[config.mk]
export PLATFORM = sky130hd
export DESIGN_NAME = servo_status_packet_parser_top_flat
export DESIGN_NICKNAME = d
export VERILOG_FILES = /design/src/sv/ssp_pkg.sv /design/src/sv/ssp_req_if.sv /design/src/sv/ssp_rsp_if.sv /design/src/sv/ssp_ram.sv /design/src/sv/ssp_dp.sv /design/src/sv/ssp_ctrl.sv /design/src/sv/servo_status_packet_parser_top.sv /design/src/flat_wrapper.sv
export SDC_FILE = /design/constraint.sdc
export NUM_CORES = 1
export LEC_CHECK = 0
export BUFFER_PORTS_ARGS = -buffer_cell sky130_fd_sc_hd__buf_2
export CORE_ASPECT_RATIO = 1.1
export CORE_MARGIN = 2
export CORE_UTILIZATION = 63
export CTS_BUF_LIST = sky130_fd_sc_hd__clkbuf_4 sky130_fd_sc_hd__clkbuf_8
export DETAILED_ROUTE_END_ITERATION = 16
export PLACE_DENSITY = 0.82
export SYNTH_ARGS = -nofsm -noshare
export SYNTH_HDL_FRONTEND = slang
export SYNTH_SLANG_ARGS = --single-unit
[constraint.sdc]
create_clock -name clock -period 3.5 [get_ports clock]
set_input_delay 0.525 -clock clock [delete_from_list [all_inputs] [get_ports clock]]
set_output_delay 0.525 -clock clock [all_outputs]
set_load 0.02 [all_outputs]
[src/sv/ssp_pkg.sv]
`default_nettype none
// ----------------------------------------------------------------------------
// ssp_pkg: shared types and constants of the servo status packet parser
// Holds the packet constants, the result status codes, the register indexes
// and the command/status bundles between controller and datapath.
// ----------------------------------------------------------------------------
package ssp_pkg;

   // packet format
   localparam int MAX_PARAMS   = 16;
   localparam int LEN_OVERHEAD = 2;
   localparam logic [7:0] HDR_BYTE = 8'hFF;
   localparam logic [7:0] LEN_MIN  = 8'(LEN_OVERHEAD);
   localparam logic [7:0] LEN_MAX  = 8'(MAX_PARAMS + LEN_OVERHEAD);

   // widths
   localparam int BYTE_W      = 8;
   localparam int STATUS_W    = 3;
   localparam int PCNT_W      = 5;
   localparam int PARAM_IDX_W = (MAX_PARAMS > 1) ? $clog2(MAX_PARAMS) : 1;
   localparam int COUNT_W     = $clog2(MAX_PARAMS + LEN_OVERHEAD + 1);
   localparam int CMP_W       = (COUNT_W > PCNT_W) ? COUNT_W : PCNT_W;

   // configuration port
   localparam int CSR_DATA_W = 8;
   typedef enum logic {
      CSR_EXPECTED_ID   = 1'b0,
      CSR_EXPECTED_PCNT = 1'b1
   } ssp_csr_type;

   // result status codes
   typedef enum logic [STATUS_W-1:0] {
      ST_OK       = 3'd0,
      ST_TIMEOUT  = 3'd1,
      ST_HEADER   = 3'd2,
      ST_ID       = 3'd3,
      ST_LENGTH   = 3'd4,
      ST_CHECKSUM = 3'd5,
      ST_SERVO    = 3'd6
   } ssp_status_type;

   // controller -> datapath
   typedef struct packed {
      logic           load_id;    // start checksum with the id byte
      logic           load_len;   // capture length, clear body counters
      logic           body_byte;  // absorb one body byte
      logic           res_load;   // load the result register
      ssp_status_type res_code;
      logic           res_err;    // result carries the reply error byte
      logic           res_drain;  // result is a parameter run, restart read index
      logic           rd_en;      // read parameter buffer at read index
      logic           rd_next;    // advance read index
   } ssp_cmd_type;

   // datapath -> controller
   typedef struct packed {
      logic is_hdr;
      logic id_match;
      logic len_ok;
      logic body_last;
      logic cnt_ok;
      logic sum_ok;
      logic err_zero;
      logic no_params;
      logic drain_last;
   } ssp_sts_type;

endpackage
`default_nettype wire

[src/sv/ssp_req_if.sv]
`default_nettype none
// ----------------------------------------------------------------------------
// ssp_req_if: request channel of the servo status packet parser
// One transaction is a received byte or a receive timeout.
// ----------------------------------------------------------------------------
interface ssp_req_if;
   logic       valid;
   logic       ready;
   logic       action;
   logic [7:0] rx_byte;

   modport source (output valid, output action, output rx_byte, input ready);
   modport sink   (input valid, input action, input rx_byte, output ready);
endinterface
`default_nettype wire

[src/sv/ssp_rsp_if.sv]
`default_nettype none
// ----------------------------------------------------------------------------
// ssp_rsp_if: response channel of the servo status packet parser
// One transaction is a fault/ok result or one parameter byte of a good reply.
// ----------------------------------------------------------------------------
interface ssp_rsp_if;
   logic       valid;
   logic       ready;
   logic [2:0] status;
   logic [7:0] servo_error_byte;
   logic [7:0] param_byte;
   logic       param_valid;
   logic       last;

   modport source (output valid, output status, output servo_error_byte,
                   output param_byte, output param_valid, output last,
                   input ready);
   modport sink   (input valid, input status, input servo_error_byte,
                   input param_byte, input param_valid, input last,
                   output ready);
endinterface
`default_nettype wire

[src/sv/ssp_ram.sv]
`default_nettype none
// ----------------------------------------------------------------------------
// ssp_ram: generic single-write, single-read RAM
// One write port and one read port with registered read data.
// ----------------------------------------------------------------------------
module ssp_ram #(
   parameter int WIDTH = 8,
   parameter int DEPTH = 16
) (
   input  wire logic                             clock,
   input  wire logic                             wr_en,
   input  wire logic [$clog2(DEPTH)-1:0]         wr_addr,
   input  wire logic [WIDTH-1:0]                 wr_data,
   input  wire logic                             rd_en,
   input  wire logic [$clog2(DEPTH)-1:0]         rd_addr,
   output logic      [WIDTH-1:0]                 rd_data
);

   logic [WIDTH-1:0] mem_ff [DEPTH];
   logic [WIDTH-1:0] rd_data_ff;

   // storage and registered read
   always_ff @(posedge clock) begin
      if (wr_en) begin
         mem_ff[wr_addr] <= wr_data;
      end
      if (rd_en) begin
         rd_data_ff <= mem_ff[rd_addr];
      end
   end

   assign rd_data = rd_data_ff;

endmodule
`default_nettype wire

[src/sv/ssp_dp.sv]
`default_nettype none
// ----------------------------------------------------------------------------
// ssp_dp: datapath of the servo status packet parser
// Holds the config registers, body counters, checksum, reply error byte,
// parameter buffer and result register; reports byte checks to the controller.
// ----------------------------------------------------------------------------
module ssp_dp (
   input  wire logic                          clock,
   input  wire logic                          reset,
   input  wire logic                          csr_we,
   input  wire logic                          csr_index,
   input  wire logic [ssp_pkg::CSR_DATA_W-1:0] csr_wdata,
   input  wire logic [ssp_pkg::BYTE_W-1:0]    rx_byte,
   input  wire ssp_pkg::ssp_cmd_type          cmd,
   output ssp_pkg::ssp_sts_type               sts,
   output logic [ssp_pkg::STATUS_W-1:0]       res_status,
   output logic [ssp_pkg::BYTE_W-1:0]         res_servo_error,
   output logic [ssp_pkg::BYTE_W-1:0]         res_param_byte,
   output logic                               res_param_valid,
   output logic                               res_last
);

   // configuration
   logic [ssp_pkg::BYTE_W-1:0] exp_id_ff;
   logic [ssp_pkg::PCNT_W-1:0] exp_pcnt_ff;

   // packet state
   logic [ssp_pkg::COUNT_W-1:0]     body_length_ff, body_length_in;
   logic [ssp_pkg::COUNT_W-1:0]     body_count_ff, body_count_in;
   logic [ssp_pkg::BYTE_W-1:0]      sum_ff, sum_in;
   logic [ssp_pkg::BYTE_W-1:0]      reply_err_ff, reply_err_in;
   logic [ssp_pkg::PARAM_IDX_W-1:0] rd_idx_ff, rd_idx_in;

   // result register
   ssp_pkg::ssp_status_type    out_status_ff;
   logic [ssp_pkg::BYTE_W-1:0] out_err_ff;
   logic                       out_drain_ff;

   logic [ssp_pkg::COUNT_W-1:0]     nparams;
   logic [ssp_pkg::COUNT_W-1:0]     count_m1;
   logic [ssp_pkg::COUNT_W-1:0]     rd_pos;
   logic                            ram_we;
   logic [ssp_pkg::BYTE_W-1:0]      ram_q;

   // config writes
   always_ff @(posedge clock) begin
      if (reset) begin
         exp_id_ff   <= '0;
         exp_pcnt_ff <= '0;
      end else if (csr_we) begin
         case (ssp_pkg::ssp_csr_type'(csr_index))
            ssp_pkg::CSR_EXPECTED_ID:   exp_id_ff   <= csr_wdata;
            ssp_pkg::CSR_EXPECTED_PCNT: exp_pcnt_ff <= csr_wdata[ssp_pkg::PCNT_W-1:0];
            default: ;
         endcase
      end
   end

   // body counters, checksum and error byte
   always_comb begin
      body_length_in = body_length_ff;
      body_count_in  = body_count_ff;
      sum_in         = sum_ff;
      reply_err_in   = reply_err_ff;
      rd_idx_in      = rd_idx_ff;
      if (cmd.load_id) begin
         sum_in = rx_byte;
      end
      if (cmd.load_len) begin
         body_length_in = rx_byte[ssp_pkg::COUNT_W-1:0];
         body_count_in  = '0;
         reply_err_in   = '0;
         sum_in         = sum_ff + rx_byte;
      end
      if (cmd.body_byte) begin
         if (body_count_ff == '0) begin
            reply_err_in = rx_byte;
         end
         sum_in        = sum_ff + rx_byte;
         body_count_in = body_count_ff + ssp_pkg::COUNT_W'(1);
      end
      if (cmd.res_load && cmd.res_drain) begin
         rd_idx_in = '0;
      end
      if (cmd.rd_next) begin
         rd_idx_in = rd_idx_ff + ssp_pkg::PARAM_IDX_W'(1);
      end
   end

   always_ff @(posedge clock) begin
      if (reset) begin
         body_length_ff <= '0;
         body_count_ff  <= '0;
         sum_ff         <= '0;
         reply_err_ff   <= '0;
         rd_idx_ff      <= '0;
      end else begin
         body_length_ff <= body_length_in;
         body_count_ff  <= body_count_in;
         sum_ff         <= sum_in;
         reply_err_ff   <= reply_err_in;
         rd_idx_ff      <= rd_idx_in;
      end
   end

   // result register
   always_ff @(posedge clock) begin
      if (cmd.res_load) begin
         out_status_ff <= cmd.res_code;
         out_err_ff    <= cmd.res_err ? reply_err_ff : '0;
         out_drain_ff  <= cmd.res_drain;
      end
   end

   // parameter buffer: body byte n (n >= 1) goes to entry n-1
   assign count_m1 = body_count_ff - ssp_pkg::COUNT_W'(1);
   assign ram_we   = cmd.body_byte && (body_count_ff != '0);

   ssp_ram #(
      .WIDTH (ssp_pkg::BYTE_W),
      .DEPTH (ssp_pkg::MAX_PARAMS)
   ) u_param_ram (
      .clock   (clock),
      .wr_en   (ram_we),
      .wr_addr (count_m1[ssp_pkg::PARAM_IDX_W-1:0]),
      .wr_data (rx_byte),
      .rd_en   (cmd.rd_en),
      .rd_addr (rd_idx_ff),
      .rd_data (ram_q)
   );

   // checks reported to the controller
   assign nparams = body_length_ff - ssp_pkg::COUNT_W'(ssp_pkg::LEN_OVERHEAD);
   assign rd_pos  = ssp_pkg::COUNT_W'(rd_idx_ff) + ssp_pkg::COUNT_W'(1);

   always_comb begin
      sts.is_hdr     = (rx_byte == ssp_pkg::HDR_BYTE);
      sts.id_match   = (rx_byte == exp_id_ff);
      sts.len_ok     = (rx_byte >= ssp_pkg::LEN_MIN) && (rx_byte <= ssp_pkg::LEN_MAX);
      sts.body_last  = ((body_count_ff + ssp_pkg::COUNT_W'(1)) >= body_length_ff);
      sts.cnt_ok     = (ssp_pkg::CMP_W'(nparams) == ssp_pkg::CMP_W'(exp_pcnt_ff));
      sts.sum_ok     = ((~sum_ff) == rx_byte);
      sts.err_zero   = (reply_err_ff == '0);
      sts.no_params  = (nparams == '0);
      sts.drain_last = (rd_pos == nparams);
   end

   // result fields
   assign res_status      = out_status_ff;
   assign res_servo_error = out_err_ff;
   assign res_param_byte  = out_drain_ff ? ram_q : '0;
   assign res_param_valid = out_drain_ff;
   assign res_last        = out_drain_ff ? sts.drain_last : 1'b1;

   // body counter never passes the captured length
   a_count_bound: assert property (@(posedge clock) disable iff (reset)
      body_count_ff <= body_length_ff)
      else $error("body count beyond body length");

endmodule
`default_nettype wire

[src/sv/ssp_ctrl.sv]
`default_nettype none
// ----------------------------------------------------------------------------
// ssp_ctrl: controller of the servo status packet parser
// Walks header, id, length and body phases, orders the end-of-body checks
// and sequences the parameter run out of the buffer.
// ----------------------------------------------------------------------------
module ssp_ctrl (
   input  wire logic                 clock,
   input  wire logic                 reset,
   input  wire logic                 req_valid,
   input  wire logic                 req_action,
   output logic                      req_ready,
   output logic                      rsp_valid,
   input  wire logic                 rsp_ready,
   input  wire ssp_pkg::ssp_sts_type sts,
   output ssp_pkg::ssp_cmd_type      cmd
);

   typedef enum logic [2:0] {
      S_HDR1,
      S_HDR2,
      S_ID,
      S_LEN,
      S_BODY,
      S_RESP,
      S_FETCH,
      S_PARAM
   } state_type;

   state_type state_ff, state_in;
   logic      accept;

   assign req_ready = (state_ff inside {S_HDR1, S_HDR2, S_ID, S_LEN, S_BODY});
   assign rsp_valid = (state_ff == S_RESP) || (state_ff == S_PARAM);
   assign accept    = req_valid && req_ready;

   // next state and datapath commands
   always_comb begin
      state_in = state_ff;
      cmd      = '0;
      cmd.res_code = ssp_pkg::ST_OK;
      if (accept && req_action) begin
         // timeout in any parse phase
         cmd.res_load = 1'b1;
         cmd.res_code = ssp_pkg::ST_TIMEOUT;
         state_in     = S_RESP;
      end else begin
         case (state_ff)
            S_HDR1, S_HDR2: begin
               if (accept) begin
                  if (!sts.is_hdr) begin
                     cmd.res_load = 1'b1;
                     cmd.res_code = ssp_pkg::ST_HEADER;
                     state_in     = S_RESP;
                  end else begin
                     state_in = (state_ff == S_HDR1) ? S_HDR2 : S_ID;
                  end
               end
            end
            S_ID: begin
               if (accept) begin
                  if (!sts.id_match) begin
                     cmd.res_load = 1'b1;
                     cmd.res_code = ssp_pkg::ST_ID;
                     state_in     = S_RESP;
                  end else begin
                     cmd.load_id = 1'b1;
                     state_in    = S_LEN;
                  end
               end
            end
            S_LEN: begin
               if (accept) begin
                  if (!sts.len_ok) begin
                     cmd.res_load = 1'b1;
                     cmd.res_code = ssp_pkg::ST_LENGTH;
                     state_in     = S_RESP;
                  end else begin
                     cmd.load_len = 1'b1;
                     state_in     = S_BODY;
                  end
               end
            end
            S_BODY: begin
               if (accept) begin
                  if (!sts.body_last) begin
                     cmd.body_byte = 1'b1;
                  end else begin
                     // checksum byte: count, then checksum, then servo error
                     cmd.res_load = 1'b1;
                     state_in     = S_RESP;
                     if (!sts.cnt_ok) begin
                        cmd.res_code = ssp_pkg::ST_LENGTH;
                     end else if (!sts.sum_ok) begin
                        cmd.res_code = ssp_pkg::ST_CHECKSUM;
                        cmd.res_err  = 1'b1;
                     end else if (!sts.err_zero) begin
                        cmd.res_code = ssp_pkg::ST_SERVO;
                        cmd.res_err  = 1'b1;
                     end else if (sts.no_params) begin
                        cmd.res_code = ssp_pkg::ST_OK;
                        cmd.res_err  = 1'b1;
                     end else begin
                        cmd.res_code  = ssp_pkg::ST_OK;
                        cmd.res_err   = 1'b1;
                        cmd.res_drain = 1'b1;
                        state_in      = S_FETCH;
                     end
                  end
               end
            end
            S_RESP: begin
               if (rsp_ready) begin
                  state_in = S_HDR1;
               end
            end
            S_FETCH: begin
               cmd.rd_en = 1'b1;
               state_in  = S_PARAM;
            end
            S_PARAM: begin
               if (rsp_ready) begin
                  if (sts.drain_last) begin
                     state_in = S_HDR1;
                  end else begin
                     cmd.rd_next = 1'b1;
                     state_in    = S_FETCH;
                  end
               end
            end
            default: state_in = S_HDR1;
         endcase
      end
   end

   always_ff @(posedge clock) begin
      if (reset) begin
         state_ff <= S_HDR1;
      end else begin
         state_ff <= state_in;
      end
   end

   // input and output sides never both open
   a_no_overlap: assert property (@(posedge clock) disable iff (reset)
      !(req_ready && rsp_valid))
      else $error("request and response open together");

   // a timeout always produces a single result next
   a_timeout_resp: assert property (@(posedge clock) disable iff (reset)
      (accept && req_action) |=> (state_ff == S_RESP))
      else $error("timeout did not produce a result");

   // a buffer read is always followed by its parameter result
   a_fetch_param: assert property (@(posedge clock) disable iff (reset)
      (state_ff == S_FETCH) |=> (state_ff == S_PARAM) && rsp_valid)
      else $error("parameter read not presented");

endmodule
`default_nettype wire

[src/sv/servo_status_packet_parser_top.sv]
`default_nettype none
// ----------------------------------------------------------------------------
// servo_status_packet_parser_top: servo status reply parser
// Checks a status reply byte by byte and reports one fault or the parameters.
// ----------------------------------------------------------------------------
// While parsing, one byte or timeout transaction is accepted per clock. A
// transaction that ends a packet closes the request side until its results
// are taken: a fault or an empty good reply is one result, visible the cycle
// after the closing byte; a good reply with N parameters is a run of N
// results; each is read out of the registered-read parameter buffer and then
// held until taken. Parsing restarts with the first header byte once the last
// result is taken.
// Configuration registers: index 0 expected id, index 1 expected parameter
// count; write them only while no packet is in progress.
// ----------------------------------------------------------------------------
module servo_status_packet_parser_top (
   input  wire logic                           clock,
   input  wire logic                           reset,
   ssp_req_if.sink                             req_ch,
   ssp_rsp_if.source                           rsp_ch,
   input  wire logic                           csr_we,
   input  wire logic                           csr_index,
   input  wire logic [ssp_pkg::CSR_DATA_W-1:0] csr_wdata
);

   ssp_pkg::ssp_cmd_type cmd;
   ssp_pkg::ssp_sts_type sts;

   // sequencing
   ssp_ctrl u_ctrl (
      .clock      (clock),
      .reset      (reset),
      .req_valid  (req_ch.valid),
      .req_action (req_ch.action),
      .req_ready  (req_ch.ready),
      .rsp_valid  (rsp_ch.valid),
      .rsp_ready  (rsp_ch.ready),
      .sts        (sts),
      .cmd        (cmd)
   );

   // checks, storage and result fields
   ssp_dp u_dp (
      .clock           (clock),
      .reset           (reset),
      .csr_we          (csr_we),
      .csr_index       (csr_index),
      .csr_wdata       (csr_wdata),
      .rx_byte         (req_ch.rx_byte),
      .cmd             (cmd),
      .sts             (sts),
      .res_status      (rsp_ch.status),
      .res_servo_error (rsp_ch.servo_error_byte),
      .res_param_byte  (rsp_ch.param_byte),
      .res_param_valid (rsp_ch.param_valid),
      .res_last        (rsp_ch.last)
   );

endmodule
`default_nettype wire

[src/flat_wrapper.sv]
// flat-port wrapper written by rule: the top's interface ports become plain ports
module servo_status_packet_parser_top_flat 
  (clock, reset, csr_we, csr_index, csr_wdata, req_ch_valid, req_ch_action, req_ch_rx_byte, req_ch_ready, rsp_ch_valid, rsp_ch_status, rsp_ch_servo_error_byte, rsp_ch_param_byte, rsp_ch_param_valid, rsp_ch_last, rsp_ch_ready);
  ssp_req_if req_ch_i ();
  ssp_rsp_if rsp_ch_i ();
  input  wire logic clock;
  input  wire logic reset;
  input  wire logic csr_we;
  input  wire logic csr_index;
  input  wire logic [ssp_pkg::CSR_DATA_W-1:0] csr_wdata;
  input wire logic [$bits(req_ch_i.valid)-1:0] req_ch_valid;
  input wire logic [$bits(req_ch_i.action)-1:0] req_ch_action;
  input wire logic [$bits(req_ch_i.rx_byte)-1:0] req_ch_rx_byte;
  output wire logic [$bits(req_ch_i.ready)-1:0] req_ch_ready;
  output wire logic [$bits(rsp_ch_i.valid)-1:0] rsp_ch_valid;
  output wire logic [$bits(rsp_ch_i.status)-1:0] rsp_ch_status;
  output wire logic [$bits(rsp_ch_i.servo_error_byte)-1:0] rsp_ch_servo_error_byte;
  output wire logic [$bits(rsp_ch_i.param_byte)-1:0] rsp_ch_param_byte;
  output wire logic [$bits(rsp_ch_i.param_valid)-1:0] rsp_ch_param_valid;
  output wire logic [$bits(rsp_ch_i.last)-1:0] rsp_ch_last;
  input wire logic [$bits(rsp_ch_i.ready)-1:0] rsp_ch_ready;
  assign req_ch_i.valid = req_ch_valid;
  assign req_ch_i.action = req_ch_action;
  assign req_ch_i.rx_byte = req_ch_rx_byte;
  assign req_ch_ready = req_ch_i.ready;
  assign rsp_ch_valid = rsp_ch_i.valid;
  assign rsp_ch_status = rsp_ch_i.status;
  assign rsp_ch_servo_error_byte = rsp_ch_i.servo_error_byte;
  assign rsp_ch_param_byte = rsp_ch_i.param_byte;
  assign rsp_ch_param_valid = rsp_ch_i.param_valid;
  assign rsp_ch_last = rsp_ch_i.last;
  assign rsp_ch_i.ready = rsp_ch_ready;
  servo_status_packet_parser_top u_core (.clock(clock), .reset(reset), .req_ch(req_ch_i), .rsp_ch(rsp_ch_i), .csr_we(csr_we), .csr_index(csr_index), .csr_wdata(csr_wdata));
endmodule
==> results of run 1 <==
synth_stat cells (2+ instances only):
| library cell | count | area (sq um) |
|---|---|---|
| a211o_1 | 2 | 17.52 |
| a211oi_1 | 2 | 15.01 |
| a211oi_2 | 6 | 75.07 |
| a21o_1 | 2 | 15.01 |
| a21oi_1 | 37 | 185.2 |
| a22oi_2 | 3 | 37.54 |
| and2_1 | 31 | 193.9 |
| and3_1 | 6 | 37.54 |
| buf_2 | 10 | 50.05 |
| buf_6 | 4 | 45.04 |
| clkbuf_1 | 21 | 78.83 |
| dfxtp_1 | 46 | 920.9 |
| edfxtp_1 | 148 | 4444 |
| ha_1 | 20 | 250.2 |
| inv_1 | 13 | 48.80 |
| mux2i_1 | 11 | 110.1 |
| mux4_2 | 40 | 900.9 |
| nand2_1 | 45 | 168.9 |
| nand2b_1 | 10 | 62.56 |
| nand3_1 | 33 | 165.2 |
| nand4_1 | 4 | 25.02 |
| nor2_1 | 44 | 165.2 |
| nor2b_1 | 3 | 18.77 |
| nor3_1 | 10 | 50.05 |
| nor3b_1 | 2 | 15.01 |
| nor4_1 | 5 | 31.28 |
| nor4b_1 | 2 | 17.52 |
| o21a_1 | 3 | 22.52 |
| o21ai_0 | 9 | 45.04 |
| o21ai_1 | 4 | 20.02 |
| o21bai_1 | 2 | 15.01 |
| o31a_1 | 3 | 26.28 |
| o32ai_1 | 2 | 17.52 |
| or3_1 | 3 | 18.77 |
| xnor2_1 | 20 | 175.2 |
| xor2_1 | 5 | 43.79 |
worst register-to-register path, stage by stage (launching register included):
cell and delay (ns):
dfxtp_1 0.53, ha_1 0.31, nand3_1 0.12, xnor2_1 0.19
ha_1 0.24, a211oi_1 0.29, o21a_1 0.24, o21a_1 0.17
nand2b_1 0.16, nor2_1 0.26, and2_1 0.40
state kept, by name, indices dropped and copies added (netlist names):
register,flops
u_core.u_ctrl.state_ff,3
u_core.u_dp.body_count_ff,5
u_core.u_dp.body_length_ff,5
u_core.u_dp.exp_id_ff,8
u_core.u_dp.exp_pcnt_ff,5
u_core.u_dp.rd_idx_ff,4
u_core.u_dp.reply_err_ff,8
u_core.u_dp.res_param_valid,1
u_core.u_dp.res_servo_error,8
u_core.u_dp.res_status,3
u_core.u_dp.sum_ff,8
u_core.u_dp.u_param_ram.mem_ff,128
u_core.u_dp.u_param_ram.rd_data,8
final timing paths:
kind                                              from                                         endpoint  cells past startpoint
max          u_core.u_dp.body_count_ff[0]$_SDFFE_PP0P_  u_core.u_dp.u_param_ram.mem_ff[12][7]$_DFFE_PP_                     10
min                                       csr_wdata[6]            u_core.u_dp.exp_id_ff[6]$_SDFFE_PP0P_                      3
max reg2reg  u_core.u_dp.body_count_ff[0]$_SDFFE_PP0P_  u_core.u_dp.u_param_ram.mem_ff[12][7]$_DFFE_PP_                     10
min reg2reg      u_core.u_dp.exp_id_ff[1]$_SDFFE_PP0P_            u_core.u_dp.exp_id_ff[1]$_SDFFE_PP0P_                      2
metal layers:
| metal | vias up | GRT usage, % | wire [um] |
|---|---|---|---|
| met1 | 2748 | 35.39 | 7658 |
| met3 | 60 | 6.312 | 1364 |
| met2 | 279 | 45.63 | 9800 |
| li1 | 2498 | - | - |
| met4 | 0 | 11.07 | 636 |
| met5 | - | 0 | 0 |
layout make-up:
type,count,area (sq um)
clock inverter,14,219.0
multi-input combinational,397,3274
tap,188,235.2
timing repair buffer,57,315.3
fill,866,4094
sequential,194,5366
inverter,13,48.80
clock buffer,18,241.5
per-stage QoR:
stage          cell area, sq um  power [W]  cells
2_1_floorplan              8862   0.002709    640
3_3_place_gp               9236   0.002801    849
3_5_place_dp               9236   0.002809    849
4_1_cts                    9697   0.004388    881
5_1_grt                    9701   0.004497    881
6_report                   9701   0.004384    881
report_power, final:
group          internal (W)  leakage, nW  total, W  switching (W)
clock network      0.000812        0.229   0.00163       0.000815
registers           0.00250         1.72   0.00252      0.0000242
logic             0.0000736         1.41  0.000235       0.000161
logic make-up after synthesis:
group,after synthesis,synth area share (%)
AND/OR/NAND/NOR,209,12.30
XOR/XNOR,27,2.993
adder cells (fa/ha/maj),21,3.050
flip-flops,194,60.54
buffers and inverters,49,2.555
AO/OA/AOI/OAI,88,7.031
multiplexers,52,11.53
==> run_results.csv, run 1 <==
group,metric,value,unit
global_route,grt_start_max_net_pins,38,
placement,place.gp.congestion,0.8907,
floorplanning,rows,45,
logic_synthesis,async_reset_ff_share,0,%
logic_synthesis,syn_nets,684,
clocking,cts_sinks,194,
timing,timing.fmax,0.3085,GHz
placement,port_buffers,45,
power_and_ir_drop,p_per_area,452.0,nW/um^2
logic_synthesis,netlist_instances,640,
logic_synthesis,sequential_to_total_area_share_from_yosys_stat,60.54,%
timing,minimum_period_implied_by_the_final_worst_setup_slack,3.241,ns
logic_synthesis,ys_seq_elements,194,
job,cap_viol_max_count,0,
floorplanning,design.portCount,46,
timing,final-hold-violation-count,0,
timing,worst_hold_slack,0.2745,ns
route,antenna_violating_nets_post_route,0,
global_route,antenna_found_initial,0,
clocking,cts_setup_buffers,0,
critical_path,buffering_stage_count_on_the_worst_path_with_inverters_included,0,
critical_path,critPathSlowestCell,"dfxtp_1",
route,drcViolationCount,0,
timing,slew_headroom,35.31,%
floorplanning,fp.coreArea,13790,sq um
worst_hold_path,holdCritPathClass,"in2reg",
clocking,clk_path_buf_depth,2,
clocking,cts_hold_buf,0,
floorplanning,chipWidth,117.1,um
critical_path,sort_of_element_at_the_end_of_the_critical_path,"flip-flop",
critical_path,worstPathMaxFanout,9,
global_route,groute.usage.overall,27.54,%
clocking,clock_latency,0.49,ns
timing,fin_setup_tns,0,ns
timing,clock_skew,0.01807,ns
power_and_ir_drop,cell_leakage_power,3.361,nW
route,post_drt_via_cell_ratio,6.339,
finish,final_layout_size_suffix_gt1_share,21.79,%
finish,layout.core_utilization,70.32,%
logic_synthesis,synth_cell_type_count,65,
timing,final_min_period_over_clock_period,92.60,%
finish,final_nets,724,
power_and_ir_drop,vdd.ir_drop.worst,241.6,uV
global_route,grt_pass1_vias,5432,
finish,commonest_non_fill_non_tap_cell_in_the_layout,"edfxtp_1",
timing,drv_slew,0,
route,drt_iter0_drc,503,
logic_synthesis,synthesis_warning_total,0,
critical_path,start_kind,"flip-flop",
clocking,cts.root.buffer_cell,"clkbuf_8",
timing,setup_viol,0,
timing,max_slew.worst_pin.slew,0.9667,ns
logic_synthesis,syn_avg_cell_area,13.85,sq um
critical_path,crit_family,"simple AND/OR/NAND/NOR gates",
logic_synthesis,number_of_synthesized_flops_with_an_enable_pin,148,
logic_synthesis,synth.cell_area,8862,sq um
route,routed_wl,19460,um
critical_path,worst-setup-path-type,"reg2reg",
finish,layout_common_cells,"148 x edfxtp_1, 45 x nand2_1, 45 x buf_2, 45 x dfxtp_1, 44 x nor2_1",
finish,areaGrowthSynthToFinish,9.459,%
floorplanning,starting_density_of_the_core,64.24,%
clocking,cts.reportedPaths.clkPinSlew,0.11,ns
critical_path,worst_ep_arrival_time,3.39,ns
critical_path,worst-endpoint-required,3.65,ns
clocking,cts_made_buffers,17,
global_route,globalRouteOverflowTotal,0,
clocking,cts.htree.levels,4,
route,vias,5585,
critical_path,cp_cell_sequence,"ha_1, nand3_1, xnor2_1, ha_1, a211oi_1, o21a_1, o21a_1, nand2b_1, nor2_1, and2_1",
clocking,cts.repair.resized,0,
critical_path,rrSetupSlack,0.26,ns
floorplanning,die_area,15030,sq um
finish,insertedDiodeCount,0,
timing,rsz_0062_raised_after_global_routing,"false",
clocking,cts_tree,"built",
placement,dp.final_hpwl,13710,um
route,drt_first_pass_iters,5,
logic_synthesis,dominantRegCellSynth,"edfxtp_1",
placement,dp_worst_setup_slack,0.3494,ns
timing,timing.final.ws_setup,0.2590,ns
route,drt-wirelength-per-cell,22.09,um
critical_path,stage_delay_of_the_slowest_cell_on_the_critical_path,0.53,ns
floorplanning,die_h,128.4,um
run_status,status,"completed",
global_route,grt_first_pass_wirelength,29970,um
No activity file was read; power rests on OpenSTA's default activity.
==> inputs of run 2 (changes only) <==
clock period = 3.55 ns   (was 3.5 ns; I/O delays follow)
==> run 2 against run 1 <==
Effect of this change: final area shrank 0.90%; non-clock buffer count is 1 lower; cell count decreased by 0.11%; die area unchanged; critical endpoint is now u_core.u_dp.sum_ff[1]$_SDFFE_PP0P_.
==> run_results.csv, run 2 (same netlist as run 1, synthesis figures left out) <==
group,metric,value,unit
run_status,status,"completed",
power_and_ir_drop,fin_total_pwr,0.004107,W
placement,dp_worst_setup_slack,0.3059,ns
route,post_drt_via_cell_ratio,6.293,
timing,timing.fmax,0.3031,GHz
power_and_ir_drop,vdd.ir_drop.worst,230.4,uV
global_route,globalRouteOverflowTotal,0,
finish,largest_register_ffs,128,
timing,worst_hold_slack,0.2813,ns
clocking,cts.htree.levels,4,
route,antenna_violating_nets_post_route,0,
route,vias,5538,
finish,layout_common_cells,"148 x edfxtp_1, 45 x nand2_1, 45 x buf_2, 45 x dfxtp_1, 44 x nor2_1",
power_and_ir_drop,cell_leakage_power,3.312,nW
clocking,cts_made_buffers,17,
clocking,cts_sinks,194,
finish,regMostFlops,"u_core.u_dp.u_param_ram.mem_ff",
critical_path,worst_r2r_startpoint,"u_core.u_dp.body_count_ff[0]$_SDFFE_PP0P_",
floorplanning,die_area,15030,sq um
job,cap_viol_max_count,0,
finish,commonest_non_fill_non_tap_cell_in_the_layout,"edfxtp_1",
floorplanning,chipWidth,117.1,um
timing,slew_headroom,36.91,%
floorplanning,fp.coreArea,13790,sq um
floorplanning,starting_density_of_the_core,64.24,%
finish,final_design_area_no_fill,9613,sq um
clocking,cts_hold_buf,0,
critical_path,sort_of_element_at_the_end_of_the_critical_path,"flip-flop",
timing,clock_skew,0.01140,ns
global_route,grt_first_pass_wirelength,30220,um
finish,final_nets,723,
floorplanning,die_h,128.4,um
finish,final_layout_size_suffix_gt1_share,21.24,%
critical_path,worst-setup-path-type,"reg2reg",
global_route,grt_start_max_net_pins,35,
route,drcViolationCount,0,
clocking,clk_path_buf_depth,2,
timing,rsz_0062_raised_after_global_routing,"false",
timing,final_min_period_over_clock_period,92.95,%
clocking,cts_tree,"built",
floorplanning,design.portCount,46,
worst_hold_path,holdCritPathClass,"in2reg",
timing,setup_viol,0,
power_and_ir_drop,p_per_area,427.2,nW/um^2
critical_path,cp-startpoint,"u_core.u_dp.body_count_ff[0]$_SDFFE_PP0P_",
route,drt_first_pass_iters,7,
global_route,groute.usage.overall,27.76,%
global_route,antenna_found_initial,0,
global_route,grt_pass1_vias,5561,
route,drt-wirelength-per-cell,22.02,um
finish,insertedDiodeCount,0,
placement,port_buffers,45,
worst_hold_path,timing.hold.worst.start,"csr_wdata[6]",
route,routed_wl,19380,um
clocking,clock_latency,0.48,ns
critical_path,start_kind,"flip-flop",
floorplanning,rows,45,
finish,fillers,923,
timing,minimum_period_implied_by_the_final_worst_setup_slack,3.300,ns
clocking,cts.root.buffer_cell,"clkbuf_8",
timing,fin_setup_tns,0,ns
critical_path,worstPathMaxFanout,20,
critical_path,worst_ep_arrival_time,3.73,ns
placement,placement.cell_area,9229,sq um
timing,timing.final.ws_setup,0.2504,ns
placement,place.gp.congestion,0.9221,
placement,dp.final_hpwl,13710,um
finish,areaGrowthSynthToFinish,8.471,%
clocking,cts.reportedPaths.clkPinSlew,0.10,ns
timing,drv_slew,0,
clocking,cts_setup_buffers,0,
timing,final-hold-violation-count,0,
critical_path,worst-endpoint-required,3.98,ns
timing,max_slew.worst_pin.slew,0.9429,ns
route,drt_iter0_drc,757,
clocking,cts.repair.resized,0,
run 2: cell count changes in the layout (fill, tap and decap cells not counted), sizes merged:
cell / previous run / this run
bufinv: 4 / 1
clkbuf: 18 / 17
clkinvlp: 1 / 4
clkinv: 3 / 4
buf: 57 / 56
run 2: through the flow:
step | utilization, % | std cells
after detailed placement | 66.90 | 848
after global placement | 66.90 | 848
after CTS | 69.69 | 880
after global routing | 69.69 | 880
after floorplan | - | 640
final | 69.69 | 880
run 2: power breakdown:
part | total [W] | internal, W | switching [W]
sequential | 0.00249 | 0.00246 | 0.0000248
combinational | 0.000230 | 0.0000726 | 0.000158
clock | 0.00139 | 0.000575 | 0.000812
run 2: worst paths after layout:
path | depth (start not counted) | slack (ns) | end
max | 10 | 0.25 | u_core.u_dp.sum_ff[1]$_SDFFE_PP0P_
min | 3 | 0.28 | u_core.u_dp.exp_id_ff[6]$_SDFFE_PP0P_
max reg2reg | 10 | 0.25 | u_core.u_dp.sum_ff[1]$_SDFFE_PP0P_
min reg2reg | 2 | 0.48 | u_core.u_dp.exp_id_ff[5]$_SDFFE_PP0P_
run 2: layout make-up:
| class | count | area (sq um) | area share, % |
|---|---|---|---|
| flip-flops and latches | 194 | 5366 | 55.82 |
| multi-input cells | 397 | 3271 | 34.02 |
| repair buffers | 56 | 307.8 | 3.202 |
| well taps | 188 | 235.2 | 2.447 |
| clock buffers | 17 | 234.0 | 2.434 |
| clock inverters | 15 | 150.1 | 1.562 |
| inverters | 13 | 48.80 | 0.5076 |
run 2: critical path, cell delays in order (launching register included):
cell and delay (ns):
dfxtp_1 0.53, ha_1 0.31, nand3_1 0.13, xnor2_1 0.28, ha_1 0.22, a211oi_1 0.06, o21a_1 0.15, o21ai_0 0.66
and2_4 0.47, mux2_1 0.35, nor2_1 0.08
run 2: routing by layer:
layer | vias up | global-route usage [%] | share of wire, %
met1 | 2719 | 35.27 | 38
met3 | 51 | 6.830 | 7.4
met4 | 0 | 11.35 | 3.1
li1 | 2499 | - | -
met5 | - | 0 | 0
met2 | 269 | 46.04 | 52
==> inputs of run 3 (changes only) <==
BUFFER_PORTS_ARGS = default   (was -buffer_cell sky130_fd_sc_hd__buf_2)
DONT_BUFFER_PORTS = 1   (was default)
PLACE_DENSITY = 0.79   (was 0.82)
==> run 3 against run 2 <==
Effect of this change: non-clock buffer count is 48 lower; clock-buffer cell count grew 3; critical endpoint is now u_core.u_dp.u_param_ram.mem_ff[1][0]$_DFFE_PP_; global-route usage down 1.2 points.
==> run_results.csv, run 3 (same netlist as run 1, synthesis figures left out) <==
group,metric,value,unit
placement,dp_worst_setup_slack,0.4580,ns
timing,timing.final.ws_setup,0.4071,ns
clocking,clock_latency,0.47,ns
clocking,cts.repair.resized,0,
placement,placed_cells_incl_taps,800,
run_status,status,"completed",
global_route,grt_pass1_vias,5376,
floorplanning,design.portCount,46,
timing,minimum_period_implied_by_the_final_worst_setup_slack,3.143,ns
finish,layout.cells.non_filler,832,
power_and_ir_drop,vdd.ir_drop.worst,218.5,uV
timing,setup_viol,0,
timing,drv_slew,0,
finish,areaGrowthSynthToFinish,6.254,%
floorplanning,die_h,128.4,um
clocking,cts_setup_buffers,0,
global_route,groute.usage.overall,26.57,%
timing,final_min_period_over_clock_period,88.53,%
timing,slew_headroom,33.34,%
clocking,cts.htree.levels,4,
timing,max_slew.worst_pin.slew,0.9894,ns
job,cap_viol_max_count,0,
critical_path,start_kind,"flip-flop",
finish,final_layout_size_suffix_gt1_share,15.06,%
timing,rsz_0062_raised_after_global_routing,"false",
clocking,clk_path_buf_depth,2,
clocking,cts_made_buffers,17,
placement,place.gp.congestion,0.9208,
global_route,globalRouteOverflowTotal,0,
critical_path,worstPathMaxFanout,9,
worst_hold_path,holdCritPathClass,"in2reg",
placement,port_buffers,0,
placement,dp.final_hpwl,12840,um
timing,timing.fmax,0.3182,GHz
finish,regMostFlops,"u_core.u_dp.u_param_ram.mem_ff",
clocking,cts.reportedPaths.clkPinSlew,0.09,ns
route,drt_iter0_drc,671,
critical_path,worst-setup-path-type,"reg2reg",
power_and_ir_drop,p_per_area,442.6,nW/um^2
finish,final_design_area_no_fill,9417,sq um
timing,final-hold-violation-count,0,
global_route,grt_first_pass_wirelength,29060,um
timing,clock_skew,0.01726,ns
floorplanning,die_area,15030,sq um
floorplanning,starting_density_of_the_core,64.24,%
route,drcViolationCount,0,
route,antenna_violating_nets_post_route,0,
critical_path,sort_of_element_at_the_end_of_the_critical_path,"flip-flop",
clocking,cts_sinks,194,
finish,layout_common_cells,"148 x edfxtp_1, 45 x nand2_1, 45 x dfxtp_1",
route,drt-wirelength-per-cell,22.39,um
route,drt_first_pass_iters,7,
finish,largest_register_ffs,128,
clocking,cts_tree,"built",
route,routed_wl,18630,um
clocking,cts_hold_buf,0,
finish,layout.core_utilization,68.26,%
floorplanning,chipWidth,117.1,um
timing,fin_setup_tns,0,ns
global_route,grt_start_max_net_pins,51,
finish,final_nets,675,
placement,placement.cell_area,8981,sq um
global_route,antenna_found_initial,0,
clocking,cts.root.buffer_cell,"clkbuf_8",
floorplanning,fp.coreArea,13790,sq um
power_and_ir_drop,cell_leakage_power,3.142,nW
route,post_drt_via_cell_ratio,6.327,
floorplanning,rows,45,
finish,insertedDiodeCount,0,
finish,commonest_non_fill_non_tap_cell_in_the_layout,"edfxtp_1",
critical_path,worst_ep_arrival_time,3.27,ns
route,vias,5264,
critical_path,worst-endpoint-required,3.68,ns
[run 3: worst paths after layout]
| check | from | to | slack, ns | cells past startpoint |
|---|---|---|---|---|
| max reg2reg | u_core.u_dp.body_count_ff[0]$_SDFFE_PP0P_ | u_core.u_dp.u_param_ram.mem_ff[1][0]$_DFFE_PP_ | 0.41 | 10 |
| min reg2reg | u_core.u_dp.exp_id_ff[0]$_SDFFE_PP0P_ | u_core.u_dp.exp_id_ff[0]$_SDFFE_PP0P_ | 0.47 | 2 |
| min | reset | u_core.u_dp.sum_ff[2]$_SDFFE_PP0P_ | 0.12 | 1 |
| max | u_core.u_dp.body_count_ff[0]$_SDFFE_PP0P_ | u_core.u_dp.u_param_ram.mem_ff[1][0]$_DFFE_PP_ | 0.41 | 10 |
[run 3: area by class of cell]
class                           count  area, sq um
Timing Repair Buffer                8        60.06
Clock inverter                     12        178.9
Inverter                           13        48.80
Sequential cell                   194         5366
Fill cell                         957         4378
Multi-Input combinational cell    397         3271
Clock buffer                       20        256.5
Tap cell                          188        235.2
[run 3: stage by stage]
step | hold slack (ns) | power (W)
finish | 0.1174 | 0.004168
global route | 0.09274 | 0.004295
CTS | 0.1035 | 0.004175
detailed placement | 0.4586 | 0.002679
global placement | 0.4522 | 0.002675
floorplan | 0.4478 | 0.002671
[run 3: report_power, final]
| group | switching (W) | total, W | internal, W |
|---|---|---|---|
| Combinational | 0.0000688 | 0.000115 | 0.0000462 |
| Sequential | 0.0000474 | 0.00251 | 0.00247 |
| Clock | 0.000742 | 0.00154 | 0.000797 |
| Total | 0.000859 | 0.00417 | 0.00331 |
[run 3: per-layer routing]
layer	wire (um)	track usage [%]	vias to the layer above	part of all wire, %
met5	0	0	-	0
met4	550	10.52	0	3.0
met3	1196	6.359	38	6.4
met2	9566	44.27	222	51
met1	7312	33.84	2606	39
li1	-	-	2398	-
[run 3: critical path, stage by stage, from the launching register on]
cell and delay, ns:
dfxtp_1 0.52, ha_1 0.29, nand3_1 0.11, xnor2_1 0.20, ha_1 0.23, a211oi_1 0.22
o21a_1 0.22, o21a_1 0.17, nand2b_1 0.17, nor2_1 0.26, and2_1 0.42
